===== config.mk =====
export PLATFORM = sky130hd
export DESIGN_NAME = mandelbrot_escape_time_pixel
export DESIGN_NICKNAME = d
export VERILOG_FILES = /design/src/sv/mbet_pkg.sv /design/src/sv/mandelbrot_escape_time_pixel.sv /design/src/sv/mbet_sqrt.sv /design/src/sv/mbet_recip.sv
export SDC_FILE = /design/constraint.sdc
export NUM_CORES = 2
export LEC_CHECK = 0
export BUFFER_PORTS_ARGS = -buffer_cell sky130_fd_sc_hd__buf_2
export CORE_ASPECT_RATIO = 1.5
export CORE_MARGIN = 8
export CORE_UTILIZATION = 45
export DETAILED_ROUTE_END_ITERATION = 12
export GPL_TIMING_DRIVEN = 0
export SLEW_MARGIN = 10
export SYNTH_ARGS = -nofsm -noshare
export SYNTH_HDL_FRONTEND = slang
export SYNTH_SLANG_ARGS = --single-unit

===== constraint.sdc =====
create_clock -name clock -period 13.2 [get_ports clock]
set_clock_uncertainty 0.1 [all_clocks]
set_input_delay 1.98 -clock clock [delete_from_list [all_inputs] [get_ports clock]]
set_output_delay 1.98 -clock clock [all_outputs]
set_load 0.1 [all_outputs]

===== src/sv/mbet_pkg.sv =====
package mbet_pkg;

   localparam int MAX_ITERATIONS_DEF = 256;
   localparam int IMAGE_WIDTH_DEF    = 1024;
   localparam int IMAGE_HEIGHT_DEF   = 768;

   localparam int PIX_W       = 10;
   localparam int OFF_W       = 13;
   localparam int STEP_W      = 31;
   localparam int Q_W         = 32;
   localparam int PROD_W      = 64;
   localparam int FRAC_BITS   = 28;
   localparam int ITER_OUT_W  = 9;
   localparam int SMOOTH_W    = 25;
   localparam int SMOOTH_FRAC = 16;
   localparam int SMOOTH_CALC_W = 34;
   localparam int CSR_INDEX_W = 2;

   localparam int RADICAND_W  = 64;
   localparam int ROOT_W      = 32;
   localparam int ROOT_CNT_W  = $clog2(ROOT_W);
   localparam int REM_W       = ROOT_W + 3;

   localparam int RECIP_W       = 16;
   localparam int RECIP_CNT_W   = $clog2(RECIP_W);
   localparam int RECIP_NUM_EXP = 44;
   localparam int DIVIDEND_W    = RECIP_NUM_EXP + 1;
   localparam int DIVISOR_W     = ROOT_W + RECIP_W - 1;

   localparam logic [STEP_W-1:0]   STEP_RESET = STEP_W'(1048576);
   localparam logic [PROD_W-1:0]   ESCAPE_SQ  = PROD_W'(4) << (2 * FRAC_BITS);
   localparam logic [SMOOTH_CALC_W-1:0] SMOOTH_MAX = SMOOTH_CALC_W'((1 << SMOOTH_W) - 1);

   typedef enum logic [CSR_INDEX_W-1:0] {
      CSR_STEP_REAL = 2'd0,
      CSR_STEP_IMAG = 2'd1
   } csr_index_type;

   typedef enum logic [3:0] {
      ST_IDLE,
      ST_C_RE,
      ST_C_IM,
      ST_C_SAT,
      ST_MUL_RR,
      ST_MUL_II,
      ST_MUL_RI,
      ST_UPDATE,
      ST_ROOT,
      ST_RECIP,
      ST_FINISH
   } state_type;

   function automatic logic signed [Q_W-1:0] sat_q(input logic signed [PROD_W-1:0] v);
      logic [PROD_W-Q_W:0] hi;
      logic signed [Q_W-1:0] r;
      hi = v[PROD_W-1:Q_W-1];
      if ((hi == '0) || (hi == '1)) begin
         r = v[Q_W-1:0];
      end else if (v[PROD_W-1]) begin
         r = {1'b1, {(Q_W-1){1'b0}}};
      end else begin
         r = {1'b0, {(Q_W-1){1'b1}}};
      end
      return r;
   endfunction

endpackage


===== src/sv/mandelbrot_escape_time_pixel.sv =====
// channel  direction  handshake             payload
// req      in         req_valid/req_stall   req_pixel_x, req_pixel_y
// rsp      out        rsp_valid/rsp_stall   rsp_out_x, rsp_out_y, rsp_inside_set,
//                                           rsp_iter_count, rsp_smooth_value
// csr      in         csr_write             csr_index, csr_data
//
// one 32x32 multiplier is shared: c in C_RE/C_IM, then MUL_RR/MUL_II/MUL_RI per iteration n
// escaped pixel: then square root, then reciprocal; inside pixel: ends at n = MAX_ITERATIONS
// one pixel in flight; req_stall is high from accept until the result enters the rsp register
// a new pixel is taken while the previous result waits under rsp_stall
// synchronous reset clears the sequencer and rsp_valid and loads STEP_RESET into the step registers
module mandelbrot_escape_time_pixel #(
   parameter int MAX_ITERATIONS = mbet_pkg::MAX_ITERATIONS_DEF,
   parameter int IMAGE_WIDTH    = mbet_pkg::IMAGE_WIDTH_DEF,
   parameter int IMAGE_HEIGHT   = mbet_pkg::IMAGE_HEIGHT_DEF
) (
   input  logic                                 clock,
   input  logic                                 reset,
   input  logic                                 req_valid,
   output logic                                 req_stall,
   input  logic [mbet_pkg::PIX_W-1:0]           req_pixel_x,
   input  logic [mbet_pkg::PIX_W-1:0]           req_pixel_y,
   output logic                                 rsp_valid,
   input  logic                                 rsp_stall,
   output logic [mbet_pkg::PIX_W-1:0]           rsp_out_x,
   output logic [mbet_pkg::PIX_W-1:0]           rsp_out_y,
   output logic                                 rsp_inside_set,
   output logic [mbet_pkg::ITER_OUT_W-1:0]      rsp_iter_count,
   output logic [mbet_pkg::SMOOTH_W-1:0]        rsp_smooth_value,
   input  logic                                 csr_write,
   input  logic [mbet_pkg::CSR_INDEX_W-1:0]     csr_index,
   input  logic [mbet_pkg::STEP_W-1:0]          csr_data
);
   import mbet_pkg::*;

   localparam int HALF_W = IMAGE_WIDTH / 2;
   localparam int HALF_H = IMAGE_HEIGHT / 2;
   localparam int IW     = $clog2(MAX_ITERATIONS + 1);
   localparam int CW     = (IW > ITER_OUT_W) ? IW : ITER_OUT_W;

   state_type state_ff, state_in;

   logic [STEP_W-1:0]         step_re_ff, step_re_in;
   logic [STEP_W-1:0]         step_im_ff, step_im_in;
   logic [PIX_W-1:0]          px_ff, px_in;
   logic [PIX_W-1:0]          py_ff, py_in;
   logic signed [Q_W-1:0]     c_re_ff, c_re_in;
   logic signed [Q_W-1:0]     c_im_ff, c_im_in;
   logic signed [Q_W-1:0]     z_re_ff, z_re_in;
   logic signed [Q_W-1:0]     z_im_ff, z_im_in;
   logic signed [PROD_W-1:0]  prod_ff, prod_in;
   logic signed [PROD_W-1:0]  rr_ff, rr_in;
   logic signed [PROD_W-1:0]  diff_ff, diff_in;
   logic [PROD_W-1:0]         mag_ff, mag_in;
   logic [IW-1:0]             n_ff, n_in;
   logic                      inside_ff, inside_in;

   logic                      rsp_valid_ff, rsp_valid_in;
   logic [PIX_W-1:0]          rsp_x_ff, rsp_x_in;
   logic [PIX_W-1:0]          rsp_y_ff, rsp_y_in;
   logic                      rsp_inside_ff, rsp_inside_in;
   logic [ITER_OUT_W-1:0]     rsp_iter_ff, rsp_iter_in;
   logic [SMOOTH_W-1:0]       rsp_smooth_ff, rsp_smooth_in;

   logic signed [Q_W-1:0]     mul_a, mul_b;
   logic signed [OFF_W-1:0]   off_x, off_y;
   logic signed [PROD_W-1:0]  re_sum, im_sum;
   logic [IW-1:0]             n_inc;
   logic [CW-1:0]             n_wide;
   logic [SMOOTH_CALC_W-1:0]  smooth_full;
   logic                      out_free;

   logic                      sqrt_start, sqrt_done;
   logic [ROOT_W-1:0]         sqrt_root;
   logic                      recip_start, recip_done;
   logic [RECIP_W-1:0]        recip_q;

   mbet_sqrt u_sqrt (
      .clock    (clock),
      .reset    (reset),
      .start    (sqrt_start),
      .radicand (mag_ff),
      .done     (sqrt_done),
      .root     (sqrt_root)
   );

   mbet_recip u_recip (
      .clock    (clock),
      .reset    (reset),
      .start    (recip_start),
      .divisor  (sqrt_root),
      .done     (recip_done),
      .quotient (recip_q)
   );

   assign off_x = signed'({{(OFF_W-PIX_W){1'b0}}, px_ff}) - OFF_W'(HALF_W);
   assign off_y = signed'({{(OFF_W-PIX_W){1'b0}}, py_ff}) - OFF_W'(HALF_H);

   // shared multiplier operands
   always_comb begin
      unique case (state_ff)
         ST_C_RE: begin
            mul_a = {{(Q_W-OFF_W){off_x[OFF_W-1]}}, off_x};
            mul_b = signed'({1'b0, step_re_ff});
         end
         ST_C_IM: begin
            mul_a = {{(Q_W-OFF_W){off_y[OFF_W-1]}}, off_y};
            mul_b = signed'({1'b0, step_im_ff});
         end
         ST_MUL_RR: begin
            mul_a = z_re_ff;
            mul_b = z_re_ff;
         end
         ST_MUL_II: begin
            mul_a = z_im_ff;
            mul_b = z_im_ff;
         end
         default: begin
            mul_a = z_re_ff;
            mul_b = z_im_ff;
         end
      endcase
   end

   assign prod_in = PROD_W'(mul_a) * PROD_W'(mul_b);

   assign re_sum      = (diff_ff >>> FRAC_BITS) + PROD_W'(c_re_ff);
   assign im_sum      = (prod_ff >>> (FRAC_BITS - 1)) + PROD_W'(c_im_ff);
   assign n_inc       = n_ff + IW'(1);
   assign n_wide      = CW'(n_ff);
   assign smooth_full = ((SMOOTH_CALC_W'(n_ff) + SMOOTH_CALC_W'(1)) << SMOOTH_FRAC)
                        - SMOOTH_CALC_W'(recip_q);
   assign out_free    = !rsp_valid_ff || !rsp_stall;

   always_comb begin
      state_in      = state_ff;
      step_re_in    = step_re_ff;
      step_im_in    = step_im_ff;
      px_in         = px_ff;
      py_in         = py_ff;
      c_re_in       = c_re_ff;
      c_im_in       = c_im_ff;
      z_re_in       = z_re_ff;
      z_im_in       = z_im_ff;
      rr_in         = rr_ff;
      diff_in       = diff_ff;
      mag_in        = mag_ff;
      n_in          = n_ff;
      inside_in     = inside_ff;
      rsp_valid_in  = rsp_valid_ff && rsp_stall;
      rsp_x_in      = rsp_x_ff;
      rsp_y_in      = rsp_y_ff;
      rsp_inside_in = rsp_inside_ff;
      rsp_iter_in   = rsp_iter_ff;
      rsp_smooth_in = rsp_smooth_ff;
      sqrt_start    = 1'b0;
      recip_start   = 1'b0;
      req_stall     = (state_ff != ST_IDLE);

      if (csr_write) begin
         if (csr_index == CSR_STEP_REAL) begin
            step_re_in = csr_data;
         end else if (csr_index == CSR_STEP_IMAG) begin
            step_im_in = csr_data;
         end
      end

      unique case (state_ff)
         ST_IDLE: begin
            if (req_valid) begin
               px_in     = req_pixel_x;
               py_in     = req_pixel_y;
               n_in      = '0;
               inside_in = 1'b0;
               state_in  = ST_C_RE;
            end
         end
         ST_C_RE: begin
            state_in = ST_C_IM;
         end
         ST_C_IM: begin
            c_re_in  = sat_q(prod_ff);
            z_re_in  = '0;
            z_im_in  = '0;
            state_in = ST_C_SAT;
         end
         ST_C_SAT: begin
            c_im_in  = sat_q(prod_ff);
            state_in = ST_MUL_RR;
         end
         ST_MUL_RR: begin
            state_in = ST_MUL_II;
         end
         ST_MUL_II: begin
            rr_in    = prod_ff;
            state_in = ST_MUL_RI;
         end
         ST_MUL_RI: begin
            mag_in   = unsigned'(rr_ff) + unsigned'(prod_ff);
            diff_in  = rr_ff - prod_ff;
            state_in = ST_UPDATE;
         end
         ST_UPDATE: begin
            if (mag_ff >= ESCAPE_SQ) begin
               sqrt_start = 1'b1;
               state_in   = ST_ROOT;
            end else begin
               n_in = n_inc;
               if (n_inc == IW'(MAX_ITERATIONS)) begin
                  inside_in = 1'b1;
                  state_in  = ST_FINISH;
               end else begin
                  z_re_in  = sat_q(re_sum);
                  z_im_in  = sat_q(im_sum);
                  state_in = ST_MUL_RR;
               end
            end
         end
         ST_ROOT: begin
            if (sqrt_done) begin
               recip_start = 1'b1;
               state_in    = ST_RECIP;
            end
         end
         ST_RECIP: begin
            if (recip_done) begin
               state_in = ST_FINISH;
            end
         end
         ST_FINISH: begin
            if (out_free) begin
               rsp_valid_in  = 1'b1;
               rsp_x_in      = px_ff;
               rsp_y_in      = py_ff;
               rsp_inside_in = inside_ff;
               rsp_iter_in   = n_wide[ITER_OUT_W-1:0];
               if (inside_ff) begin
                  rsp_smooth_in = '0;
               end else if (smooth_full > SMOOTH_MAX) begin
                  rsp_smooth_in = SMOOTH_MAX[SMOOTH_W-1:0];
               end else begin
                  rsp_smooth_in = smooth_full[SMOOTH_W-1:0];
               end
               state_in = ST_IDLE;
            end
         end
         default: begin
            state_in = ST_IDLE;
         end
      endcase
   end

   always_ff @(posedge clock) begin
      if (reset) begin
         state_ff     <= ST_IDLE;
         rsp_valid_ff <= 1'b0;
         step_re_ff   <= STEP_RESET;
         step_im_ff   <= STEP_RESET;
      end else begin
         state_ff     <= state_in;
         rsp_valid_ff <= rsp_valid_in;
         step_re_ff   <= step_re_in;
         step_im_ff   <= step_im_in;
      end
      px_ff         <= px_in;
      py_ff         <= py_in;
      c_re_ff       <= c_re_in;
      c_im_ff       <= c_im_in;
      z_re_ff       <= z_re_in;
      z_im_ff       <= z_im_in;
      prod_ff       <= prod_in;
      rr_ff         <= rr_in;
      diff_ff       <= diff_in;
      mag_ff        <= mag_in;
      n_ff          <= n_in;
      inside_ff     <= inside_in;
      rsp_x_ff      <= rsp_x_in;
      rsp_y_ff      <= rsp_y_in;
      rsp_inside_ff <= rsp_inside_in;
      rsp_iter_ff   <= rsp_iter_in;
      rsp_smooth_ff <= rsp_smooth_in;
   end

   assign rsp_valid        = rsp_valid_ff;
   assign rsp_out_x        = rsp_x_ff;
   assign rsp_out_y        = rsp_y_ff;
   assign rsp_inside_set   = rsp_inside_ff;
   assign rsp_iter_count   = rsp_iter_ff;
   assign rsp_smooth_value = rsp_smooth_ff;

endmodule


===== src/sv/mbet_sqrt.sv =====
module mbet_sqrt (
   input  logic                               clock,
   input  logic                               reset,
   input  logic                               start,
   input  logic [mbet_pkg::RADICAND_W-1:0]    radicand,
   output logic                               done,
   output logic [mbet_pkg::ROOT_W-1:0]        root
);
   import mbet_pkg::*;

   logic                   busy_ff, busy_in;
   logic                   done_ff, done_in;
   logic [ROOT_CNT_W-1:0]  count_ff, count_in;
   logic [RADICAND_W-1:0]  rad_ff, rad_in;
   logic [REM_W-1:0]       rem_ff, rem_in;
   logic [ROOT_W-1:0]      root_ff, root_in;
   logic [REM_W-1:0]       rem_sh;
   logic [REM_W-1:0]       trial;

   // one root bit per cycle, two radicand bits brought down
   always_comb begin
      rem_sh   = {rem_ff[REM_W-3:0], rad_ff[RADICAND_W-1 -: 2]};
      trial    = REM_W'({root_ff, 2'b01});
      busy_in  = busy_ff;
      count_in = count_ff;
      rad_in   = rad_ff;
      rem_in   = rem_ff;
      root_in  = root_ff;
      done_in  = 1'b0;
      if (start) begin
         busy_in  = 1'b1;
         count_in = '1;
         rad_in   = radicand;
         rem_in   = '0;
         root_in  = '0;
      end else if (busy_ff) begin
         rad_in = rad_ff << 2;
         if (rem_sh >= trial) begin
            rem_in  = rem_sh - trial;
            root_in = {root_ff[ROOT_W-2:0], 1'b1};
         end else begin
            rem_in  = rem_sh;
            root_in = {root_ff[ROOT_W-2:0], 1'b0};
         end
         count_in = count_ff - ROOT_CNT_W'(1);
         if (count_ff == '0) begin
            busy_in = 1'b0;
            done_in = 1'b1;
         end
      end
   end

   always_ff @(posedge clock) begin
      if (reset) begin
         busy_ff <= 1'b0;
         done_ff <= 1'b0;
      end else begin
         busy_ff <= busy_in;
         done_ff <= done_in;
      end
      count_ff <= count_in;
      rad_ff   <= rad_in;
      rem_ff   <= rem_in;
      root_ff  <= root_in;
   end

   assign done = done_ff;
   assign root = root_ff;

endmodule


===== src/sv/mbet_recip.sv =====
module mbet_recip (
   input  logic                           clock,
   input  logic                           reset,
   input  logic                           start,
   input  logic [mbet_pkg::ROOT_W-1:0]    divisor,
   output logic                           done,
   output logic [mbet_pkg::RECIP_W-1:0]   quotient
);
   import mbet_pkg::*;

   logic                    busy_ff, busy_in;
   logic                    done_ff, done_in;
   logic [RECIP_CNT_W-1:0]  count_ff, count_in;
   logic [DIVIDEND_W-1:0]   rem_ff, rem_in;
   logic [DIVISOR_W-1:0]    div_ff, div_in;
   logic [RECIP_W-1:0]      q_ff, q_in;
   logic                    ge;

   // restoring division of 2^44, one quotient bit per cycle
   always_comb begin
      ge       = DIVISOR_W'(rem_ff) >= div_ff;
      busy_in  = busy_ff;
      count_in = count_ff;
      rem_in   = rem_ff;
      div_in   = div_ff;
      q_in     = q_ff;
      done_in  = 1'b0;
      if (start) begin
         busy_in  = 1'b1;
         count_in = '1;
         rem_in   = DIVIDEND_W'(1) << RECIP_NUM_EXP;
         div_in   = {divisor, {(RECIP_W-1){1'b0}}};
         q_in     = '0;
      end else if (busy_ff) begin
         if (ge) begin
            rem_in = rem_ff - div_ff[DIVIDEND_W-1:0];
         end
         q_in     = {q_ff[RECIP_W-2:0], ge};
         div_in   = div_ff >> 1;
         count_in = count_ff - RECIP_CNT_W'(1);
         if (count_ff == '0) begin
            busy_in = 1'b0;
            done_in = 1'b1;
         end
      end
   end

   always_ff @(posedge clock) begin
      if (reset) begin
         busy_ff <= 1'b0;
         done_ff <= 1'b0;
      end else begin
         busy_ff <= busy_in;
         done_ff <= done_in;
      end
      count_ff <= count_in;
      rem_ff   <= rem_in;
      div_ff   <= div_in;
      q_ff     <= q_in;
   end

   assign done     = done_ff;
   assign quotient = q_ff;

endmodule


==> impl_results.md <==
- Status: finished clean
- Fmax: approximately 0.077 GHz
- Critical path origin: state_ff[2]$_SDFFE_PP0P_
- Die Ht: 525 um
- DR iter-0 viols: ~5300
- CP max-delay cell: a221o_1
- Clock Path Buffers: 3
- Rows: 186
- Library cells used by synthesis: 96
- Largest net degree at the start of global routing: 52
- Area grow syn2layout: 9.14%
- Hold_buf cts: 0
- Commonest cells post-synth: 1298 x inv_1, 1165 x nand2_1, 1086 x fa_1, 879 x nor2_1, 484 x a21oi_1
- First-pass GRT wire length: about 450000 um
- # port buffers: 113
- CTS tree: yes
- R2R depth: 32
- Number of nets in the layout: around 10000
- CP Max Fanout: 10
- CP Class: flop to flop
- Mapped cell area: 77600 um2
- CTS root buffer: clkbuf_16
- Net Count, Synth: between 9000 and 10000
- LEAKAGE: roughly 37 nW
- Final ANT Viol Nets: 0
- Reg2reg start: state_ff[2]$_SDFFE_PP0P_
- RSZ-0062 raised after global routing: no
- GPL Wtd Cong: 1.06
- Filler cell count: ~16000
- Cell area power density: between 200 and 250 nW/um2
- VDD IR max: around 0.21 mV
- Crit path time final: 13.03 ns
- Routed vias/inst: 5.81
- CP Data Arrival Time: 13.46 ns
- Die area: between 150000 and 200000 um2
- Clock latency on the worst-skew pair: 0.70 ns
- GRT overflow: 0
- Final Cell Area: about 85000 um2
- Routed vias: roughly 64000
- CTS Sinks: ~760
- CP max stage delay: roughly 0.93 ns
- Top-count cell post-synth: inv_1
- Final hold violations: 0
- Multi-input gate area: ~52000 um2
- Initial core utilization: 0.453
- Placed inst area: 82100 um2
- YS warnings: 0
- Final setup vio count: 0
- Placed instance count: between 10000 and 15000
- Core box area: about 170000 um2
- Worst min path class: flop to flop
- Yosys top cell area share: 0.280
- Initial antenna violation count: 11
- Die W: about 360 um
- Largest area contributor in the netlist: fa_1
- Hpwl dp: approximately 260000 um
- Slew headroom: 0.0322
- Share of cells above drive strength 1: 0.0492
- Slew at the pin closest to its max-slew limit: ~1.5 ns
- Seq/Total Area, Yosys: 0.256
- CTS buffer count: 73
- Reg area: 19900 um2
- DRC Markers: 0
- Worst Setup EP: prod_ff[63]$_DFF_P_
- Total track usage: 0.330
- I/O pin count: about 120
- Vias in the first global route: between 60000 and 70000
- Synth Flop Type: edfxtp_1
- Critical Path RT: roughly 14 ns
- CP Capture Type: flop
- RR Endpoint: prod_ff[63]$_DFF_P_
- Flop-to-flop setup slack: about 0.17 ns
- Post-synth EDFFs: 473
- #FFs+latches synth: around 760
- Avg Synthesized Cell Area: between 9 and 10 um2
- Critical path's most frequent cell: fa_1
- Drt first pass iters: 9
- Post-Route WL: roughly 310000 um
- Final slew viol count: 0
- Asr flop ratio synth: 0
- Cells after Synth: between 8000 and 9000
- Critical Path Start Type: flop
- Clock transition at the registers of the reported paths: roughly 0.070 ns
- Drt wl/cell: ~29 um
- Maxcap violations: 0
- Min-Delay Path Depth: 0
- Final period utilization: 0.987
- H-Tree Depth: 3
- Largest cells by area after synthesis: fa_1 28%, edfxtp_1 18%, ha_1 7.5%
- Post-route insts no fill: between 10000 and 15000
[cell usage in the layout, fill, tap and decap left out, types with 61 or more instances in the layout]
cell       count
buf_2        122
fa_1        1085
a21oi_1      483
clkbuf_1     348
edfxtp_1     473
nand4_1       88
xor2_1       103
ha_1         467
mux2i_1      110
clkbuf_16     76
o21ai_0      259
xnor2_1      231
inv_1       1298
o21bai_1      65
dfxtp_1      285
nand2_1     1163
nor2_1       877
a21o_1       141
nor3_1        61
nand3_1       90
[final cells by class]
type	count	share of cell area
Antenna cell	12	0.000354
Multi-Input combinational cell	5921	0.610
Tap cell	2256	0.0333
Clock inverter	46	0.00622
Inverter	1302	0.0577
Clock buffer	89	0.0233
Timing Repair Buffer	168	0.0153
Buffer	401	0.0191
Sequential cell	758	0.235
[power breakdown]
| part | switching (W) | internal, W | total [W] |
|---|---|---|---|
| Clock | 0.00103 | 0.00123 | 0.00226 |
| Sequential | 0.000274 | 0.00292 | 0.00319 |
| Combinational | 0.00765 | 0.00437 | 0.0120 |
[sequential cells by signal, summed over array words and instances, names as in the netlist, 33 cells and up]
name	cells
diff_ff	36
mag_ff	64
prod_ff	64
rr_ff	64
u_recip.div_ff	47
u_recip.rem_ff	45
u_sqrt.rad_ff	64
u_sqrt.rem_ff	33
[worst max-delay path: cells and delay by family (launching register included)]
| family | cells | cell delay [ns] |
|---|---|---|
| AOI/OAI and AO/OA | 7 | 2.41 |
| xor gates and xnor gates | 1 | 0.15 |
| adders and majority gates | 9 | 4.91 |
| buffers and inverters | 7 | 2.81 |
| DFF | 1 | 0.33 |
| muxes | 1 | 0.10 |
| and+or+nand+nor | 7 | 1.98 |
[per-stage QoR]
stage / setup slack (ns) / util / setup TNS (ns) / hold WS (ns) / total power, W
global placement: -4.97 / 0.473 / -159.41 / 0.332 / 0.0148
detailed placement: -0.263 / 0.479 / -1.03 / 0.345 / 0.0150
global route: 0.0153 / 0.494 / 0 / 0.370 / 0.0187
finish: 0.172 / 0.495 / 0 / 0.335 / 0.0175
CTS: 0.0238 / 0.494 / 0 / 0.345 / 0.0173
floorplan: 1.97 / - / 0 / 0.324 / 0.0111
[cell families after synthesis]
group	after synthesis	synth area share
simple gates	2565	0.141
buf+inv	1703	0.0833
fa+ha+maj	1553	0.355
compound gates	1356	0.112
flops	758	0.256
xor+xnor	335	0.0379
mux	112	0.0145
[what timing repair did]
item	in CTS	in global routing
gates resized for setup	4	24
pin swaps	0	0
buffers inserted	0	2
setup endpoints to repair	7	13
cloned	0	0
[routing by layer]
layer  GRT usage  up-vias  part of all wire
li1            -    27700                 -
met1       0.359    31800              0.34
met2       0.558     3179              0.48
met3      0.0623     1054             0.078
met4       0.270        4              0.10
met5           0        -          0.000086
[worst min path at each step]
stage	startpoint	endpoint	slack (ns)
after floorplan	n_ff[3]$_SDFFCE_PN0P_	rsp_iter_count[3]$_DFFE_PP_	0.32
after global placement	inside_ff$_DFFE_PP_	rsp_inside_set$_DFFE_PP_	0.33
after detailed placement	n_ff[4]$_SDFFCE_PN0P_	rsp_iter_count[4]$_DFFE_PP_	0.35
after CTS	n_ff[5]$_SDFFCE_PN0P_	rsp_iter_count[5]$_DFFE_PP_	0.34
after global routing	n_ff[5]$_SDFFCE_PN0P_	rsp_iter_count[5]$_DFFE_PP_	0.37
final	n_ff[5]$_SDFFCE_PN0P_	rsp_iter_count[5]$_DFFE_PP_	0.34
Power figures use the tool's default switching activity.
